## config.mk

```make
export PLATFORM = sky130hd
export DESIGN_NAME = gpp_sqrt_cell
export DESIGN_NICKNAME = d
export VERILOG_FILES = /design/src/rtl/core/geodetic_point_projector_macros.svh /design/src/rtl/core/gpp_pkg.sv /design/src/rtl/core/gpp_sqrt_cell.sv
export SDC_FILE = /design/constraint.sdc
export NUM_CORES = 1
export LEC_CHECK = 0
export BUFFER_PORTS_ARGS = -buffer_cell sky130_fd_sc_hd__buf_2
export CORE_MARGIN = 2
export CORE_UTILIZATION = 52
export CTS_CLUSTER_DIAMETER = 100
export DETAILED_ROUTE_END_ITERATION = 12
export PLACE_DENSITY = 0.95
export SETUP_SLACK_MARGIN = 0.5
export SYNTH_ARGS = -nofsm -noshare
export SYNTH_HDL_FRONTEND = slang
export SYNTH_SLANG_ARGS = --single-unit
```

## constraint.sdc

```tcl
create_clock -name i_clk -period 8.2 [get_ports i_clk]
set_input_delay 0.41 -clock i_clk [delete_from_list [all_inputs] [get_ports i_clk]]
set_output_delay 0.41 -clock i_clk [all_outputs]
set_load 0.01 [all_outputs]
```

## src/rtl/core/geodetic_point_projector_macros.svh

```systemverilog
// ----------------------------------------------------------------------------
// Geodetic point projector assertion macros
// Clocked on i_clk, quiet while i_rst_n is low.
// ----------------------------------------------------------------------------
`ifndef GEODETIC_POINT_PROJECTOR_MACROS_SVH
`define GEODETIC_POINT_PROJECTOR_MACROS_SVH

// same-cycle implication
`define GPP_ASSERT_NOW(lbl, ante, cons, msg) \
    lbl: assert property (@(posedge i_clk) disable iff (!i_rst_n) (ante) |-> (cons)) \
        else $error(msg);

// next-cycle implication
`define GPP_ASSERT_NEXT(lbl, ante, cons, msg) \
    lbl: assert property (@(posedge i_clk) disable iff (!i_rst_n) (ante) |=> (cons)) \
        else $error(msg);

`endif

```

## src/rtl/core/gpp_pkg.sv

```systemverilog
// ----------------------------------------------------------------------------
// gpp_pkg
// Constants, types and helpers shared by the geodetic point projector.
// ----------------------------------------------------------------------------
package gpp_pkg;

    localparam int FRAME_WIDTH  = 800;
    localparam int FRAME_HEIGHT = 800;
    localparam int HALF_W       = FRAME_WIDTH / 2;
    localparam int HALF_H       = FRAME_HEIGHT / 2;
    localparam int COL_W        = $clog2(FRAME_WIDTH);
    localparam int ROW_W        = $clog2(FRAME_HEIGHT);

    // register indexes
    localparam logic [7:0] REG_ROTATION = 8'd0;
    localparam logic [7:0] REG_ZOOM     = 8'd1;
    localparam logic [31:0] ZOOM_RESET  = 32'd257698;

    // Q30 magnitudes
    localparam int MAG_W = 31;
    localparam logic [MAG_W-1:0] ONE_Q30    = 31'h4000_0000;
    localparam logic [MAG_W-1:0] ECC2_Q30   = 31'd7188036;
    localparam logic [MAG_W-1:0] ONE_M_ECC2 = ONE_Q30 - ECC2_Q30;
    localparam logic [14:0]      QTR_TURN   = 15'd16384;

    // odd sine polynomial coefficients, Horner order after the innermost one
    localparam logic [MAG_W-1:0] K9 = 31'd172272;
    localparam logic [MAG_W-1:0] HORNER_K [4] = '{
        31'd5026995, 31'd85569306, 31'd693598668, 31'd1686629713
    };

    localparam int SIN_LAT = 6;
    localparam int SQRT_N  = 31;
    localparam int DIV_N   = 24;
    localparam int TRIG_N  = 2 + SQRT_N + DIV_N;
    localparam int VLD_N   = 1 + SIN_LAT + TRIG_N;

    localparam int SQ_W  = 62;
    localparam int REM_W = 34;
    localparam int QUO_W = DIV_N;

    localparam logic [22:0] SEMI_MAJOR_M = 23'd6378137;
    localparam logic [52:0] DIV_NUM      = {SEMI_MAJOR_M, 30'b0};
    localparam logic [MAG_W-1:0] DIV_REM0 = 31'(DIV_NUM >> DIV_N);

    typedef struct packed {
        logic [REM_W-1:0] rem;
        logic [MAG_W-1:0] root;
        logic [SQ_W-1:0]  v;
    } t_sqrt;

    typedef struct packed {
        logic [MAG_W-1:0] rem;
        logic [MAG_W-1:0] root;
        logic [QUO_W-1:0] quo;
    } t_div;

    typedef struct packed {
        logic [MAG_W-1:0] sl;
        logic [MAG_W-1:0] cl;
        logic [MAG_W-1:0] sn;
        logic [MAG_W-1:0] cn;
        logic             nsl;
        logic             ncl;
        logic             nsn;
        logic             ncn;
    } t_trig;

    function automatic logic [MAG_W-1:0] horner_step(
        input logic [MAG_W-1:0] k,
        input logic [MAG_W-1:0] u,
        input logic [MAG_W-1:0] p
    );
        logic [61:0] prod;
        prod = 62'(u) * 62'(p);
        return k - prod[60:30];
    endfunction

endpackage

```

## src/rtl/core/gpp_sqrt_cell.sv

```systemverilog
// ----------------------------------------------------------------------------
// gpp_sqrt_cell
// One root bit of a digit-by-digit square root, registered.
// ----------------------------------------------------------------------------
module gpp_sqrt_cell (
    input  logic           i_clk,
    input  logic           i_en,
    input  gpp_pkg::t_sqrt i_st,
    output gpp_pkg::t_sqrt o_st
);
    import gpp_pkg::*;

    logic [REM_W-1:0] w_rem;
    logic [REM_W-1:0] w_trial;
    logic             w_ge;
    t_sqrt            n_st;
    t_sqrt            r_st;

    // bring down the next two radicand bits
    assign w_rem   = {i_st.rem[REM_W-3:0], i_st.v[SQ_W-1 -: 2]};
    assign w_trial = REM_W'({i_st.root, 2'b01});
    assign w_ge    = (w_rem >= w_trial);

    always_comb begin
        n_st.rem  = w_ge ? (w_rem - w_trial) : w_rem;
        n_st.root = {i_st.root[MAG_W-2:0], w_ge};
        n_st.v    = {i_st.v[SQ_W-3:0], 2'b00};
    end

    always_ff @(posedge i_clk) begin
        if (i_en) begin
            r_st <= n_st;
        end
    end

    assign o_st = r_st;

endmodule

```

==> impl_metrics.py <==
metrics = {
    "clock_tree": {
        "htree_levels": 4,
        "cts_tree": "done",
        "clk_pin_slew_ps": 50,
        "cts-root-buf": "clkbuf_16",
        "hold_buffers": 0,
        "cts_setup_buffers": 0,
        "cts.sinks": 125,
        "cts_inserted_buffers": 17,
        "cts.repair.resized": 0,
        "clockBufferDepth": 2,
    },
    "cells_and_area": {
        "largest_reg_flops": 125,
        "drive_above_1_share": 0.384,
        "final_area_um2": 8000,
        "fin_nets": 915,
        "diodes": 0,
        "syn2layout_area_growth_pct": 30.8,
    },
    "sta": {
        "tns_ps": 0,
        "rsz0062_at_grt": "no",
        "fin_crit_sh": 0.415,
        "fin_crit_ps": 3400,
        "setup_viol": 0,
        "worst_slew_pin_slew_ps": 919,
        "fmax_ghz": 0.294,
        "hold_viol": 0,
        "slew-limit-headroom": 0.388,
        "slew_viol_final": 0,
    },
    "detailed_routing": {
        "route.detailed.drc": 0,
        "drt-initial-drc-count": 459,
        "wl_per_cell_um": 18.5,
        "vias": 4959,
        "viasPerCell": 5.46,
        "drtAntennaViolNets": 0,
        "finalWirelength_um": 16800,
        "drtPass1Iterations": 5,
    },
    "logic_synthesis": {
        "synth-main-ff-cell": "edfxtp_1",
        "synth_cell_types": 57,
        "yosys.area.top_type_share": 0.613,
        "ys_warn_count": 0,
        "ys_seq_area_frac": 0.613,
        "synth_enable_flop_cells": 125,
        "netlist_area_um2": 6120,
        "avgSynthCellArea_um2": 12.3,
        "synth-seq-cells": 125,
        "netlist_top_cells_area": "edfxtp_1 (61%), ha_1 (6.7%), a21oi_1 (4.3%)",
        "synth_top_area_cell": "edfxtp_1",
        "synthCells": 499,
        "async_reset_ff_frac": 0,
    },
    "worst_setup_path": {
        "required_ps": 8360,
        "arrival_ps": 3560,
        "start_kind": "primary input",
        "cp-end-kind": "flop",
        "crit_type": "primary input to flop",
        "crit_path_max_fanout": 48,
    },
    "global_routing": {
        "grt_max_degree": 77,
        "grt_first_pass_wirelength_um": 25400,
        "antenna_found_initial": 2,
        "grtUsageTotal": 0.263,
        "grt_pass1_vias": 4894,
        "overflow": 0,
    },
    "placement": {
        "portBuffers": 251,
        "place_congestion": 0.888,
        "post_dp_cell_area_um2": 7470,
        "place_hpwl_um": 12300,
    },
    "floorplanning": {
        "die_w_um": 112,
        "ios": 256,
        "placement_rows": 39,
        "die-height_um": 112,
        "coreArea_um2": 11500,
        "dieArea_um2": 12600,
        "start_util": 0.534,
    },
    "worst_hold_path": {
        "min_path_type": "primary input to flop",
        "hp-start": "i_st[13]",
        "whs_path_depth": 1,
        "hold_end": "o_st[15]$_DFFE_PP_",
    },
    "run": {
        "cap_violations": 0,
    },
    "power_and_ir_drop": {
        "p_seq_frac": 0.438,
        "power_leakage_uw": 0.00354,
        "internal-power_uw": 1330,
        "p_clk_frac": 0.374,
        "power_density_nw_per_um2": 228,
        "switchingPower_uw": 492,
        "irDropWorstVdd_mv": 0.406,
        "combPwrFrac": 0.188,
        "swShare": 0.269,
    },
    "status": {
        "outcome": "complete, no violations",
    },
}
-- worst max-delay path: stages --
cell     delay (ps)
buf_2            90
inv_1            40
ha_1            410
nand4_1         180
nor4b_1         640
or3b_1          410
and4_4          300
inv_2           620
and3_1          260
mux2_2          140
nor3_1           40
-- final cells by class --
class | instances | area, um^2
Sequential cell | 125 | 3750
Fill cell | 765 | 3460
Multi-Input combinational cell | 313 | 2110
Timing Repair Buffer | 252 | 1270
Clock buffer | 20 | 437
Tap cell | 143 | 179
Inverter | 44 | 165
Clock inverter | 11 | 96.3
-- Yosys cell counts (8+ instances only) --
cell / instances
edfxtp_1: 125
a21oi_1: 53
nor2_1: 47
inv_1: 42
ha_1: 33
nand2_1: 22
o21ai_0: 18
xnor2_1: 17
xor2_1: 13
nand3_1: 9
clkbuf_1: 8
nand4_1: 8
nor3_1: 8
-- power by group through the flow --
stage	sequential, uW	clock, uW	combinational [uW]
after floorplan	847	0	158
after global placement	807	0	328
after detailed placement	810	0	337
after CTS	799	692	342
after global routing	804	721	372
final	799	683	343
-- logic make-up after synthesis --
group	synth area share
mux	0.00368
fa+ha+maj	0.0675
buf+inv	0.0427
flops	0.613
xor+xnor	0.0429
other cells	0.000613
simple gates	0.100
compound gates	0.129
-- through the flow --
stage                      util  hold slack [ps]  cells  worst slack [ps]  total power [uW]
after CTS                 0.698              152    908              4830              1830
after global routing      0.698              154    908              4600              1900
after detailed placement  0.652              588    877              4380              1150
after global placement    0.652              587    877              4450              1140
after floorplan               -              509    500              5320              1010
final                     0.698              170    908              4800              1830
-- cells in the final DEF (no fill, tap or decap), drive strengths merged, types with 10 or more instances in the layout --
master,instances
buf,252
edfxtp,125
a21oi,53
nor2,47
inv,44
ha,33
o21ai,25
nand2,22
clkbuf,20
xnor2,17
xor2,13
nand3,10
-- how the worst max path moves through the flow --
| stage | startpoint | end | slack [ps] | depth (start not counted) |
|---|---|---|---|---|
| finish | i_st[87] | o_st[124]$_DFFE_PP_ | 4800 | 11 |
| CTS | i_st[87] | o_st[124]$_DFFE_PP_ | 4830 | 11 |
| floorplan | i_st[73] | o_st[124]$_DFFE_PP_ | 5320 | 10 |
| global placement | i_st[86] | o_st[124]$_DFFE_PP_ | 4450 | 11 |
| detailed placement | i_st[87] | o_st[124]$_DFFE_PP_ | 4380 | 11 |
| global route | i_st[73] | o_st[124]$_DFFE_PP_ | 4600 | 12 |
-- metal layers --
metal	vias to the layer above	wire [um]	GRT usage
li1	2344	-	-
met1	2314	6060	0.285
met2	250	8660	0.464
met3	47	1410	0.0864
met4	4	625	0.128
met5	-	24	0
Note: power is estimated with default switching activity, not from simulation.
