$ cat src/rtl/core/geodetic_point_projector_macros.svh
// ----------------------------------------------------------------------------
// Geodetic point projector assertion macros
// Clocked on i_clk, quiet while i_rst_n is low.
// ----------------------------------------------------------------------------
`ifndef GEODETIC_POINT_PROJECTOR_MACROS_SVH
`define GEODETIC_POINT_PROJECTOR_MACROS_SVH

// same-cycle implication
`define GPP_ASSERT_NOW(lbl, ante, cons, msg) \
    lbl: assert property (@(posedge i_clk) disable iff (!i_rst_n) (ante) |-> (cons)) \
        else $error(msg);

// next-cycle implication
`define GPP_ASSERT_NEXT(lbl, ante, cons, msg) \
    lbl: assert property (@(posedge i_clk) disable iff (!i_rst_n) (ante) |=> (cons)) \
        else $error(msg);

`endif

$ cat src/rtl/core/gpp_pkg.sv
// ----------------------------------------------------------------------------
// gpp_pkg
// Constants, types and helpers shared by the geodetic point projector.
// ----------------------------------------------------------------------------
package gpp_pkg;

    localparam int FRAME_WIDTH  = 800;
    localparam int FRAME_HEIGHT = 800;
    localparam int HALF_W       = FRAME_WIDTH / 2;
    localparam int HALF_H       = FRAME_HEIGHT / 2;
    localparam int COL_W        = $clog2(FRAME_WIDTH);
    localparam int ROW_W        = $clog2(FRAME_HEIGHT);

    // register indexes
    localparam logic [7:0] REG_ROTATION = 8'd0;
    localparam logic [7:0] REG_ZOOM     = 8'd1;
    localparam logic [31:0] ZOOM_RESET  = 32'd257698;

    // Q30 magnitudes
    localparam int MAG_W = 31;
    localparam logic [MAG_W-1:0] ONE_Q30    = 31'h4000_0000;
    localparam logic [MAG_W-1:0] ECC2_Q30   = 31'd7188036;
    localparam logic [MAG_W-1:0] ONE_M_ECC2 = ONE_Q30 - ECC2_Q30;
    localparam logic [14:0]      QTR_TURN   = 15'd16384;

    // odd sine polynomial coefficients, Horner order after the innermost one
    localparam logic [MAG_W-1:0] K9 = 31'd172272;
    localparam logic [MAG_W-1:0] HORNER_K [4] = '{
        31'd5026995, 31'd85569306, 31'd693598668, 31'd1686629713
    };

    localparam int SIN_LAT = 6;
    localparam int SQRT_N  = 31;
    localparam int DIV_N   = 24;
    localparam int TRIG_N  = 2 + SQRT_N + DIV_N;
    localparam int VLD_N   = 1 + SIN_LAT + TRIG_N;

    localparam int SQ_W  = 62;
    localparam int REM_W = 34;
    localparam int QUO_W = DIV_N;

    localparam logic [22:0] SEMI_MAJOR_M = 23'd6378137;
    localparam logic [52:0] DIV_NUM      = {SEMI_MAJOR_M, 30'b0};
    localparam logic [MAG_W-1:0] DIV_REM0 = 31'(DIV_NUM >> DIV_N);

    typedef struct packed {
        logic [REM_W-1:0] rem;
        logic [MAG_W-1:0] root;
        logic [SQ_W-1:0]  v;
    } t_sqrt;

    typedef struct packed {
        logic [MAG_W-1:0] rem;
        logic [MAG_W-1:0] root;
        logic [QUO_W-1:0] quo;
    } t_div;

    typedef struct packed {
        logic [MAG_W-1:0] sl;
        logic [MAG_W-1:0] cl;
        logic [MAG_W-1:0] sn;
        logic [MAG_W-1:0] cn;
        logic             nsl;
        logic             ncl;
        logic             nsn;
        logic             ncn;
    } t_trig;

    function automatic logic [MAG_W-1:0] horner_step(
        input logic [MAG_W-1:0] k,
        input logic [MAG_W-1:0] u,
        input logic [MAG_W-1:0] p
    );
        logic [61:0] prod;
        prod = 62'(u) * 62'(p);
        return k - prod[60:30];
    endfunction

endpackage

$ cat src/rtl/core/gpp_div_cell.sv
// ----------------------------------------------------------------------------
// gpp_div_cell
// One quotient bit of a restoring division, registered.
// ----------------------------------------------------------------------------
module gpp_div_cell (
    input  logic          i_clk,
    input  logic          i_en,
    input  logic          i_num_bit,
    input  gpp_pkg::t_div i_st,
    output gpp_pkg::t_div o_st
);
    import gpp_pkg::*;

    logic [MAG_W:0] w_rem;
    logic           w_ge;
    logic [MAG_W:0] w_diff;
    t_div           n_st;
    t_div           r_st;

    assign w_rem  = {i_st.rem, i_num_bit};
    assign w_ge   = (w_rem >= {1'b0, i_st.root});
    assign w_diff = w_rem - {1'b0, i_st.root};

    always_comb begin
        n_st.rem  = w_ge ? w_diff[MAG_W-1:0] : w_rem[MAG_W-1:0];
        n_st.root = i_st.root;
        n_st.quo  = {i_st.quo[QUO_W-2:0], w_ge};
    end

    always_ff @(posedge i_clk) begin
        if (i_en) begin
            r_st <= n_st;
        end
    end

    assign o_st = r_st;

endmodule

$ cat config.mk
export PLATFORM = sky130hd
export DESIGN_NAME = gpp_div_cell
export DESIGN_NICKNAME = d
export VERILOG_FILES = /design/src/rtl/core/geodetic_point_projector_macros.svh /design/src/rtl/core/gpp_pkg.sv /design/src/rtl/core/gpp_div_cell.sv
export SDC_FILE = /design/constraint.sdc
export NUM_CORES = 1
export LEC_CHECK = 0
export BUFFER_PORTS_ARGS = -buffer_cell sky130_fd_sc_hd__buf_2
export CAP_MARGIN = 5
export CORE_MARGIN = 2
export CORE_UTILIZATION = 50
export CTS_CLUSTER_SIZE = 12
export DETAILED_ROUTE_END_ITERATION = 16
export GPL_TIMING_DRIVEN = 0
export PLACE_DENSITY = 0.85
export SYNTH_ARGS = -nofsm -noshare
export SYNTH_HDL_FRONTEND = slang
export SYNTH_SLANG_ARGS = --single-unit
$ cat constraint.sdc
create_clock -name i_clk -period 4.7 [get_ports i_clk]
set_clock_uncertainty 0.2 [all_clocks]
set_input_delay 0.47 -clock i_clk [delete_from_list [all_inputs] [get_ports i_clk]]
set_output_delay 0.47 -clock i_clk [all_outputs]
set_load 0.05 [all_outputs]
==> results.md, run 1 <==
* Status: finished, final reports clean
* Number of design rule violations left after detail routing at 0
* Hold bufs inserted after CTS at 0
* Estimated wirelength of the detail-placed design at 9640 um
* Floorplan die width at 101 um
* Number of max-cap violations at 0
* Number of flip-flops under the largest register name at 86
* Total Die Area at 10200 um^2
* Share of cells above drive strength 1 at 32.7%
* Type of element launching the critical path: primary input
* Master of the slowest instance on the critical path: sky130_fd_sc_hd__o21ai_0
* Max Freq at 0.297 GHz
* Cells resized by post-CTS repair at 0
* ANT nets after route at 0
* Total gr overflow at 0
* Transition at the pin with the smallest max-transition slack at 0.652 ns
* Placement-stage worst setup slack at 0.970 ns
* RePlAce Congestion at 0.840
* Crit-path cells: buf_2 > inv_1 > ha_1 > nor2b_1 > o31ai_1 > a21oi_1 > o21ai_0 > a211oi_1 > nor2_4 > inv_4 > buf_2 > nor2_1 > a21oi_1
* Count of unique library cells instantiated by Yosys at 47
* Number of buffers on the longest clock path at 2
* Primary flip-flop cell chosen by synthesis mapping: sky130_fd_sc_hd__edfxtp_1
* Vertical die dimension at 101 um
* Wire per inst at 17.0 um
* Kind of critical path: in -> reg
* Number of buffers inserted by port buffering at 173
* Fin crit share at 71.6%
* Utilization of the core after routing at 64.9%
* Number of buffer and inverter instances along the worst setup path at 4
* DR vias at 4017
* GRT met1 Usage at 31.2%
* Layout Cells excl Fill at 734
* Layout-stage area growth over the synthesis result at 26.4%
* Met2 global-route usage at 40.6%
* Most area-hungry cell type in the Yosys netlist: sky130_fd_sc_hd__edfxtp_1
* Initial Util at 51.4%
* Critical Path Sink Type: flip-flop
* CP Data Arrival Time at 3.27 ns
* Leading cell types by total area after synthesis: sky130_fd_sc_hd__edfxtp_1, sky130_fd_sc_hd__ha_1, sky130_fd_sc_hd__a21oi_1
* Met3 Resource Use GR at 4.14%
* Via density per instance at 5.47
* Mapped Cells at 433
* Synthesized area at 4720 um^2
* Largest driver fanout on the critical path at 10
* Number of buffers created by CTS at 9
* Clock transition at the registers of the reported paths at 0.09 ns
* Post-route setup slack at 1.33 ns
* Root Buffer Master: sky130_fd_sc_hd__clkbuf_8
* Instance count after placement with tap cells included at 718
* TritonCTS clock tree: yes
* Placed cell areas at 5760 um^2
* Total I/O pin count at 175
* Final hold vios at 0
* Aggregate negative setup slack at 0 ns
* Leak at 2.71 nW
* Final-layout worst hold slack at 0.0800 ns
* Post-CTS setup-driven buffer insertion count at 0
* Clock sink total at 86
* Final instance area at 5970 um^2
* Worst max-slew margin expressed relative to the limit at 56.1%
* Net count of the finished layout at 739
* Number of register bits inferred by synthesis at 86
* Count of warnings emitted by yosys at 0
* Maximum number of pins on one net before global-route repair at 53
* Number of H-tree branching levels at 3
* TritonRoute pass-1 iters at 5
* Type of the worst min-delay path: in -> reg
* Register area share after synthesis at 54.7%
* Net count after synthesis at 554
* Power after layout at 2.28 mW
* WP data required at 4.61 ns
* Fraction of synthesis flops using an asynchronous set or reset pin at 0%
* Global-route total usage across every layer at 23.8%
* EDFF count, synth at 86
* Power per standard cell area at 382 nW/um^2
* Endpoints failing setup at 0
* Setup repair after global routing missed its margin: no
* Post-Synthesis Mean Instance Area at 10.9 um^2
* Max-slew violation total from the final report at 0
* Number of rows created at floorplan at 35
* Worst vdd rail ir drop at 174 uV
* Final min period at 3.37 ns
* Delay-heaviest family, CP: compound AO/OA/AOI/OAI gates
* Highest cell delay on the worst timing path at 0.57 ns
* Area inside the core boundary at 9200 um^2
* Total inserted antenna cells at 0
* Fill cell count at 747
* Wire length of the first global-routing pass at 18900 um
* Post-detailed-routing wire length at 12400 um
* Initial antenna violation count at 0
* Global-route layer with the greatest usage: met2
* Vias in the first global route at 3829
* First-iteration detailed-routing DRC count at 289
* Share of the synthesized area in the top cell type at 54.7%
metal layers:
metal	routed length, um	vias up
met3	841	17
met4	176	0
li1	-	1958
met5	0	-
met2	6160	174
met1	5270	1868
synth_stat cells (all sizes together) (2+ instances only):
| cell type | number |
|---|---|
| nor3 | 5 |
| o21ai | 27 |
| clkbuf | 4 |
| a211o | 3 |
| o31ai | 3 |
| a211oi | 7 |
| and2 | 5 |
| a21oi | 49 |
| o311a | 2 |
| and3 | 2 |
| o21a | 2 |
| o211a | 3 |
| nor4 | 3 |
| nand4 | 5 |
| ha | 31 |
| o21bai | 5 |
| xnor2 | 11 |
| nor3b | 2 |
| a31oi | 2 |
| nand2 | 35 |
| o211ai | 4 |
| buf | 8 |
| edfxtp | 86 |
| xor2 | 12 |
| nor2b | 4 |
| a31o | 2 |
| nand2b | 4 |
| nand3 | 5 |
| inv | 42 |
| nor2 | 42 |
| a21o | 5 |
| or3 | 2 |
final timing paths:
check | from | end | slack, ns | cells past startpoint
worst min-delay path | i_st[1] | o_st[2] | 0.08 | 1
worst max-delay path | i_st[26] | o_st[65] | 1.33 | 13
layout make-up:
cell class	count	area [um^2]	share of cell area (%)
buffer	12	73.8	1.24
clock buffer	9	124	2.07
sequential	86	2580	43.3
multi-input combinational	293	1910	32.0
tap	111	139	2.33
clock inverter	7	87.6	1.47
timing repair buffer	174	896	15.0
inverter	42	160	2.68
where the power goes:
group | switching, mW | internal, mW
combinational | 0.541 | 0.209
clock | 0.307 | 0.261
sequential | 0.0200 | 0.944
layout by cell type, fill, tap and decap left out, types with 7 or more instances in the layout:
cell,instances
sky130_fd_sc_hd__a211oi_1,7
sky130_fd_sc_hd__a21oi_1,49
sky130_fd_sc_hd__buf_2,177
sky130_fd_sc_hd__clkbuf_8,9
sky130_fd_sc_hd__edfxtp_1,86
sky130_fd_sc_hd__ha_1,31
sky130_fd_sc_hd__inv_1,41
sky130_fd_sc_hd__nand2_1,35
sky130_fd_sc_hd__nor2_1,41
sky130_fd_sc_hd__o21ai_0,27
sky130_fd_sc_hd__xnor2_1,11
sky130_fd_sc_hd__xor2_1,12
kinds of logic (layout without fill, tap and decap cells):
family / Yosys count / after routing / share of synthesized area, %
AO/OA/AOI/OAI: 121 / 121 / 15.8
XOR/XNOR: 23 / 23 / 4.26
adder cells (fa/ha/maj): 32 / 32 / 8.63
buffers and inverters: 54 / 244 / 4.95
flip-flops: 86 / 86 / 54.7
multiplexers: 1 / 1 / 0.318
AND/OR/NAND/NOR: 116 / 116 / 11.4
Note: power is estimated with default switching activity, not from simulation.
==> run 2: changes to the inputs <==
- clock period: 4.7 -> 3.3 ns (I/O delays scaled with it)
==> run 2 against run 1 <==
  * Wire length grew 11%
  * Core utilization grew 6.1 points
  * Non-clock buffer count grew 55
  * First-iteration DRC count grew 15%
  * Total power grew 45%
==> results.md, run 2 (same netlist as run 1, synthesis figures left out) <==
* Total I/O pin count at 175
* Estimated wirelength of the detail-placed design at 9640 um
* Placed cell areas at 5760 um^2
* Clock transition at the registers of the reported paths at 0.10 ns
* Crit-path cells: dlygate4sd3_1 > buf_2 > inv_1 > ha_1 > nand2_1 > a211oi_1 > o21ai_1 > a211oi_2 > nor2_4 > buf_4 > o41ai_1
* Commonest non-fill, non-tap cells in the layout: sky130_fd_sc_hd__buf_2, sky130_fd_sc_hd__edfxtp_1, sky130_fd_sc_hd__dlygate4sd3_1
* DR vias at 4296
* Post-detailed-routing wire length at 13800 um
* Number of H-tree branching levels at 3
* Total gr overflow at 0
* Critical Path Sink Type: flip-flop
* Initial antenna violation count at 0
* Aggregate negative setup slack at 0 ns
* Wire length of the first global-routing pass at 21100 um
* Final hold vios at 0
* TritonRoute pass-1 iters at 6
* Highest cell delay on the worst timing path at 0.52 ns
* Share of cells above drive strength 1 at 30.8%
* Number of design rule violations left after detail routing at 0
* Type of element launching the critical path: primary input
* Post-route setup slack at 0.235 ns
* Multi-input logic area at 1920 um^2
* Max-slew violation total from the final report at 0
* Number of flip-flops under the largest register name at 86
* Layout-stage area growth over the synthesis result at 38.3%
* Power after layout at 3.31 mW
* First-iteration detailed-routing DRC count at 333
* WP data required at 3.22 ns
* Global-route total usage across every layer at 26.7%
* Worst setup path startpoint: i_st[36]
* Net count of the finished layout at 794
* ANT nets after route at 0
* Maximum number of pins on one net before global-route repair at 53
* Most common cell after layout, fill and taps aside: sky130_fd_sc_hd__buf_2
* Status: finished, final reports clean
* Total inserted antenna cells at 0
* Final min period at 3.06 ns
* Number of buffers on the longest clock path at 2
* Reg power frac at 41.5%
* Utilization of the core after routing at 71.0%
* Number of max-cap violations at 0
* Wire per inst at 17.5 um
* Root Buffer Master: sky130_fd_sc_hd__clkbuf_8
* Kind of critical path: in -> reg
* CP Data Arrival Time at 2.98 ns
* Sequential cell area at 2580 um^2
* Number of rows created at floorplan at 35
* Type of the worst min-delay path: in -> reg
* Leak at 2.94 nW
* Master of the slowest instance on the critical path: sky130_fd_sc_hd__dlygate4sd3_1
* Transition at the pin with the smallest max-transition slack at 0.515 ns
* Reported net switching power at 1.25 mW
* Fill cell count at 660
* Worst max-slew margin expressed relative to the limit at 65.3%
* Number of buffers created by CTS at 9
* Power per standard cell area at 507 nW/um^2
* TritonCTS clock tree: yes
* Clock network fraction of design power at 24.3%
* End point of the critical path: o_st[84]
* Max Freq at 0.326 GHz
* Clock sink total at 86
* Vias in the first global route at 4207
* Floorplan die width at 101 um
* RePlAce Congestion at 0.840
* Internal power consumption at 2.06 mW
* Area inside the core boundary at 9200 um^2
* Largest driver fanout on the critical path at 6
* Endpoints failing setup at 0
* Setup repair after global routing missed its margin: no
* Combinational Power Share at 34.1%
* Worst vdd rail ir drop at 250 uV
* Placement-stage worst setup slack at -0.290 ns
* Final instance area at 6530 um^2
* Via density per instance at 5.44
* Number of buffers inserted by port buffering at 173
* Vertical die dimension at 101 um
* Initial Util at 51.4%
* Total Die Area at 10200 um^2
* Fin crit share at 92.9%
* Switching fraction of total power at 37.9%
run 2: changes by cell type in the layout (fill, tap and decap cells not counted):
cell                            before  now
sky130_fd_sc_hd__nor4_1              3    2
sky130_fd_sc_hd__o21ai_0            27   26
sky130_fd_sc_hd__a211oi_1            7    6
sky130_fd_sc_hd__a2111oi_2           0    1
sky130_fd_sc_hd__buf_4               1    3
sky130_fd_sc_hd__a211oi_2            0    1
sky130_fd_sc_hd__a2111oi_1           1    0
sky130_fd_sc_hd__dlygate4sd3_1       0   53
sky130_fd_sc_hd__o21ai_1             0    1
sky130_fd_sc_hd__nor4_2              0    1
run 2: how the worst min path moves through the flow:
stage                          end  cells after the start  startpoint
final                     o_st[25]                      1    i_st[25]
after CTS                 o_st[25]                      1    i_st[25]
after floorplan           o_st[10]                      0     i_st[9]
after global routing      o_st[25]                      1    i_st[25]
after detailed placement   o_st[1]                      1     i_st[0]
after global placement     o_st[2]                      1     i_st[1]
run 2: stage by stage:
stage          hold slack (ns)  instances
5_1_grt                 0.0210        789
3_3_place_gp             0.306        717
4_1_cts                0.00530        787
3_5_place_dp             0.309        718
6_report                0.0175        789
2_1_floorplan            0.229        433
run 2: final cells by class:
cell class                 instances  area share [%]
multi-input combinational        293            29.5
clock inverter                     7            1.34
buffer                            12            1.13
sequential                        86            39.5
inverter                          42            2.45
timing repair buffer             229            22.1
clock buffer                       9            1.90
tap                              111            2.13
run 2: critical path, delay by kind of cell:
kind                       cells  cell delay, ns
AOI/OAI and AO/OA              4            1.24
buffers and inverters          4            0.86
adders and majority gates      1            0.38
and+or+nand+nor                2            0.19
run 2: per-layer routing:
| metal | wire length [um] | share of wire, % | GRT usage (%) |
|---|---|---|---|
| met1 | 5610 | 41 | 33.4 |
| met2 | 7040 | 51 | 46.7 |
| met3 | 878 | 6.4 | 4.35 |
| met4 | 297 | 2.1 | 9.98 |
| met5 | 0 | 0 | 0 |
run 2: power groups by stage:
stage	Clock (mW)	Sequential, mW	Combinational [mW]
4_1_cts	0.832	1.37	1.11
3_3_place_gp	0	1.40	1.04
2_1_floorplan	0	1.81	0.354
6_report	0.806	1.38	1.13
3_5_place_dp	0	1.40	1.06
5_1_grt	0.861	1.39	1.21
run 2: repair_timing:
action | 4_1_cts | 5_1_grt
endpoints found under the setup margin | 0 | 27
hold endpoints to repair | 53 | 0
gates resized for setup | 0 | 4
hold buffers | 53 | 0
buffers inserted | 0 | 2
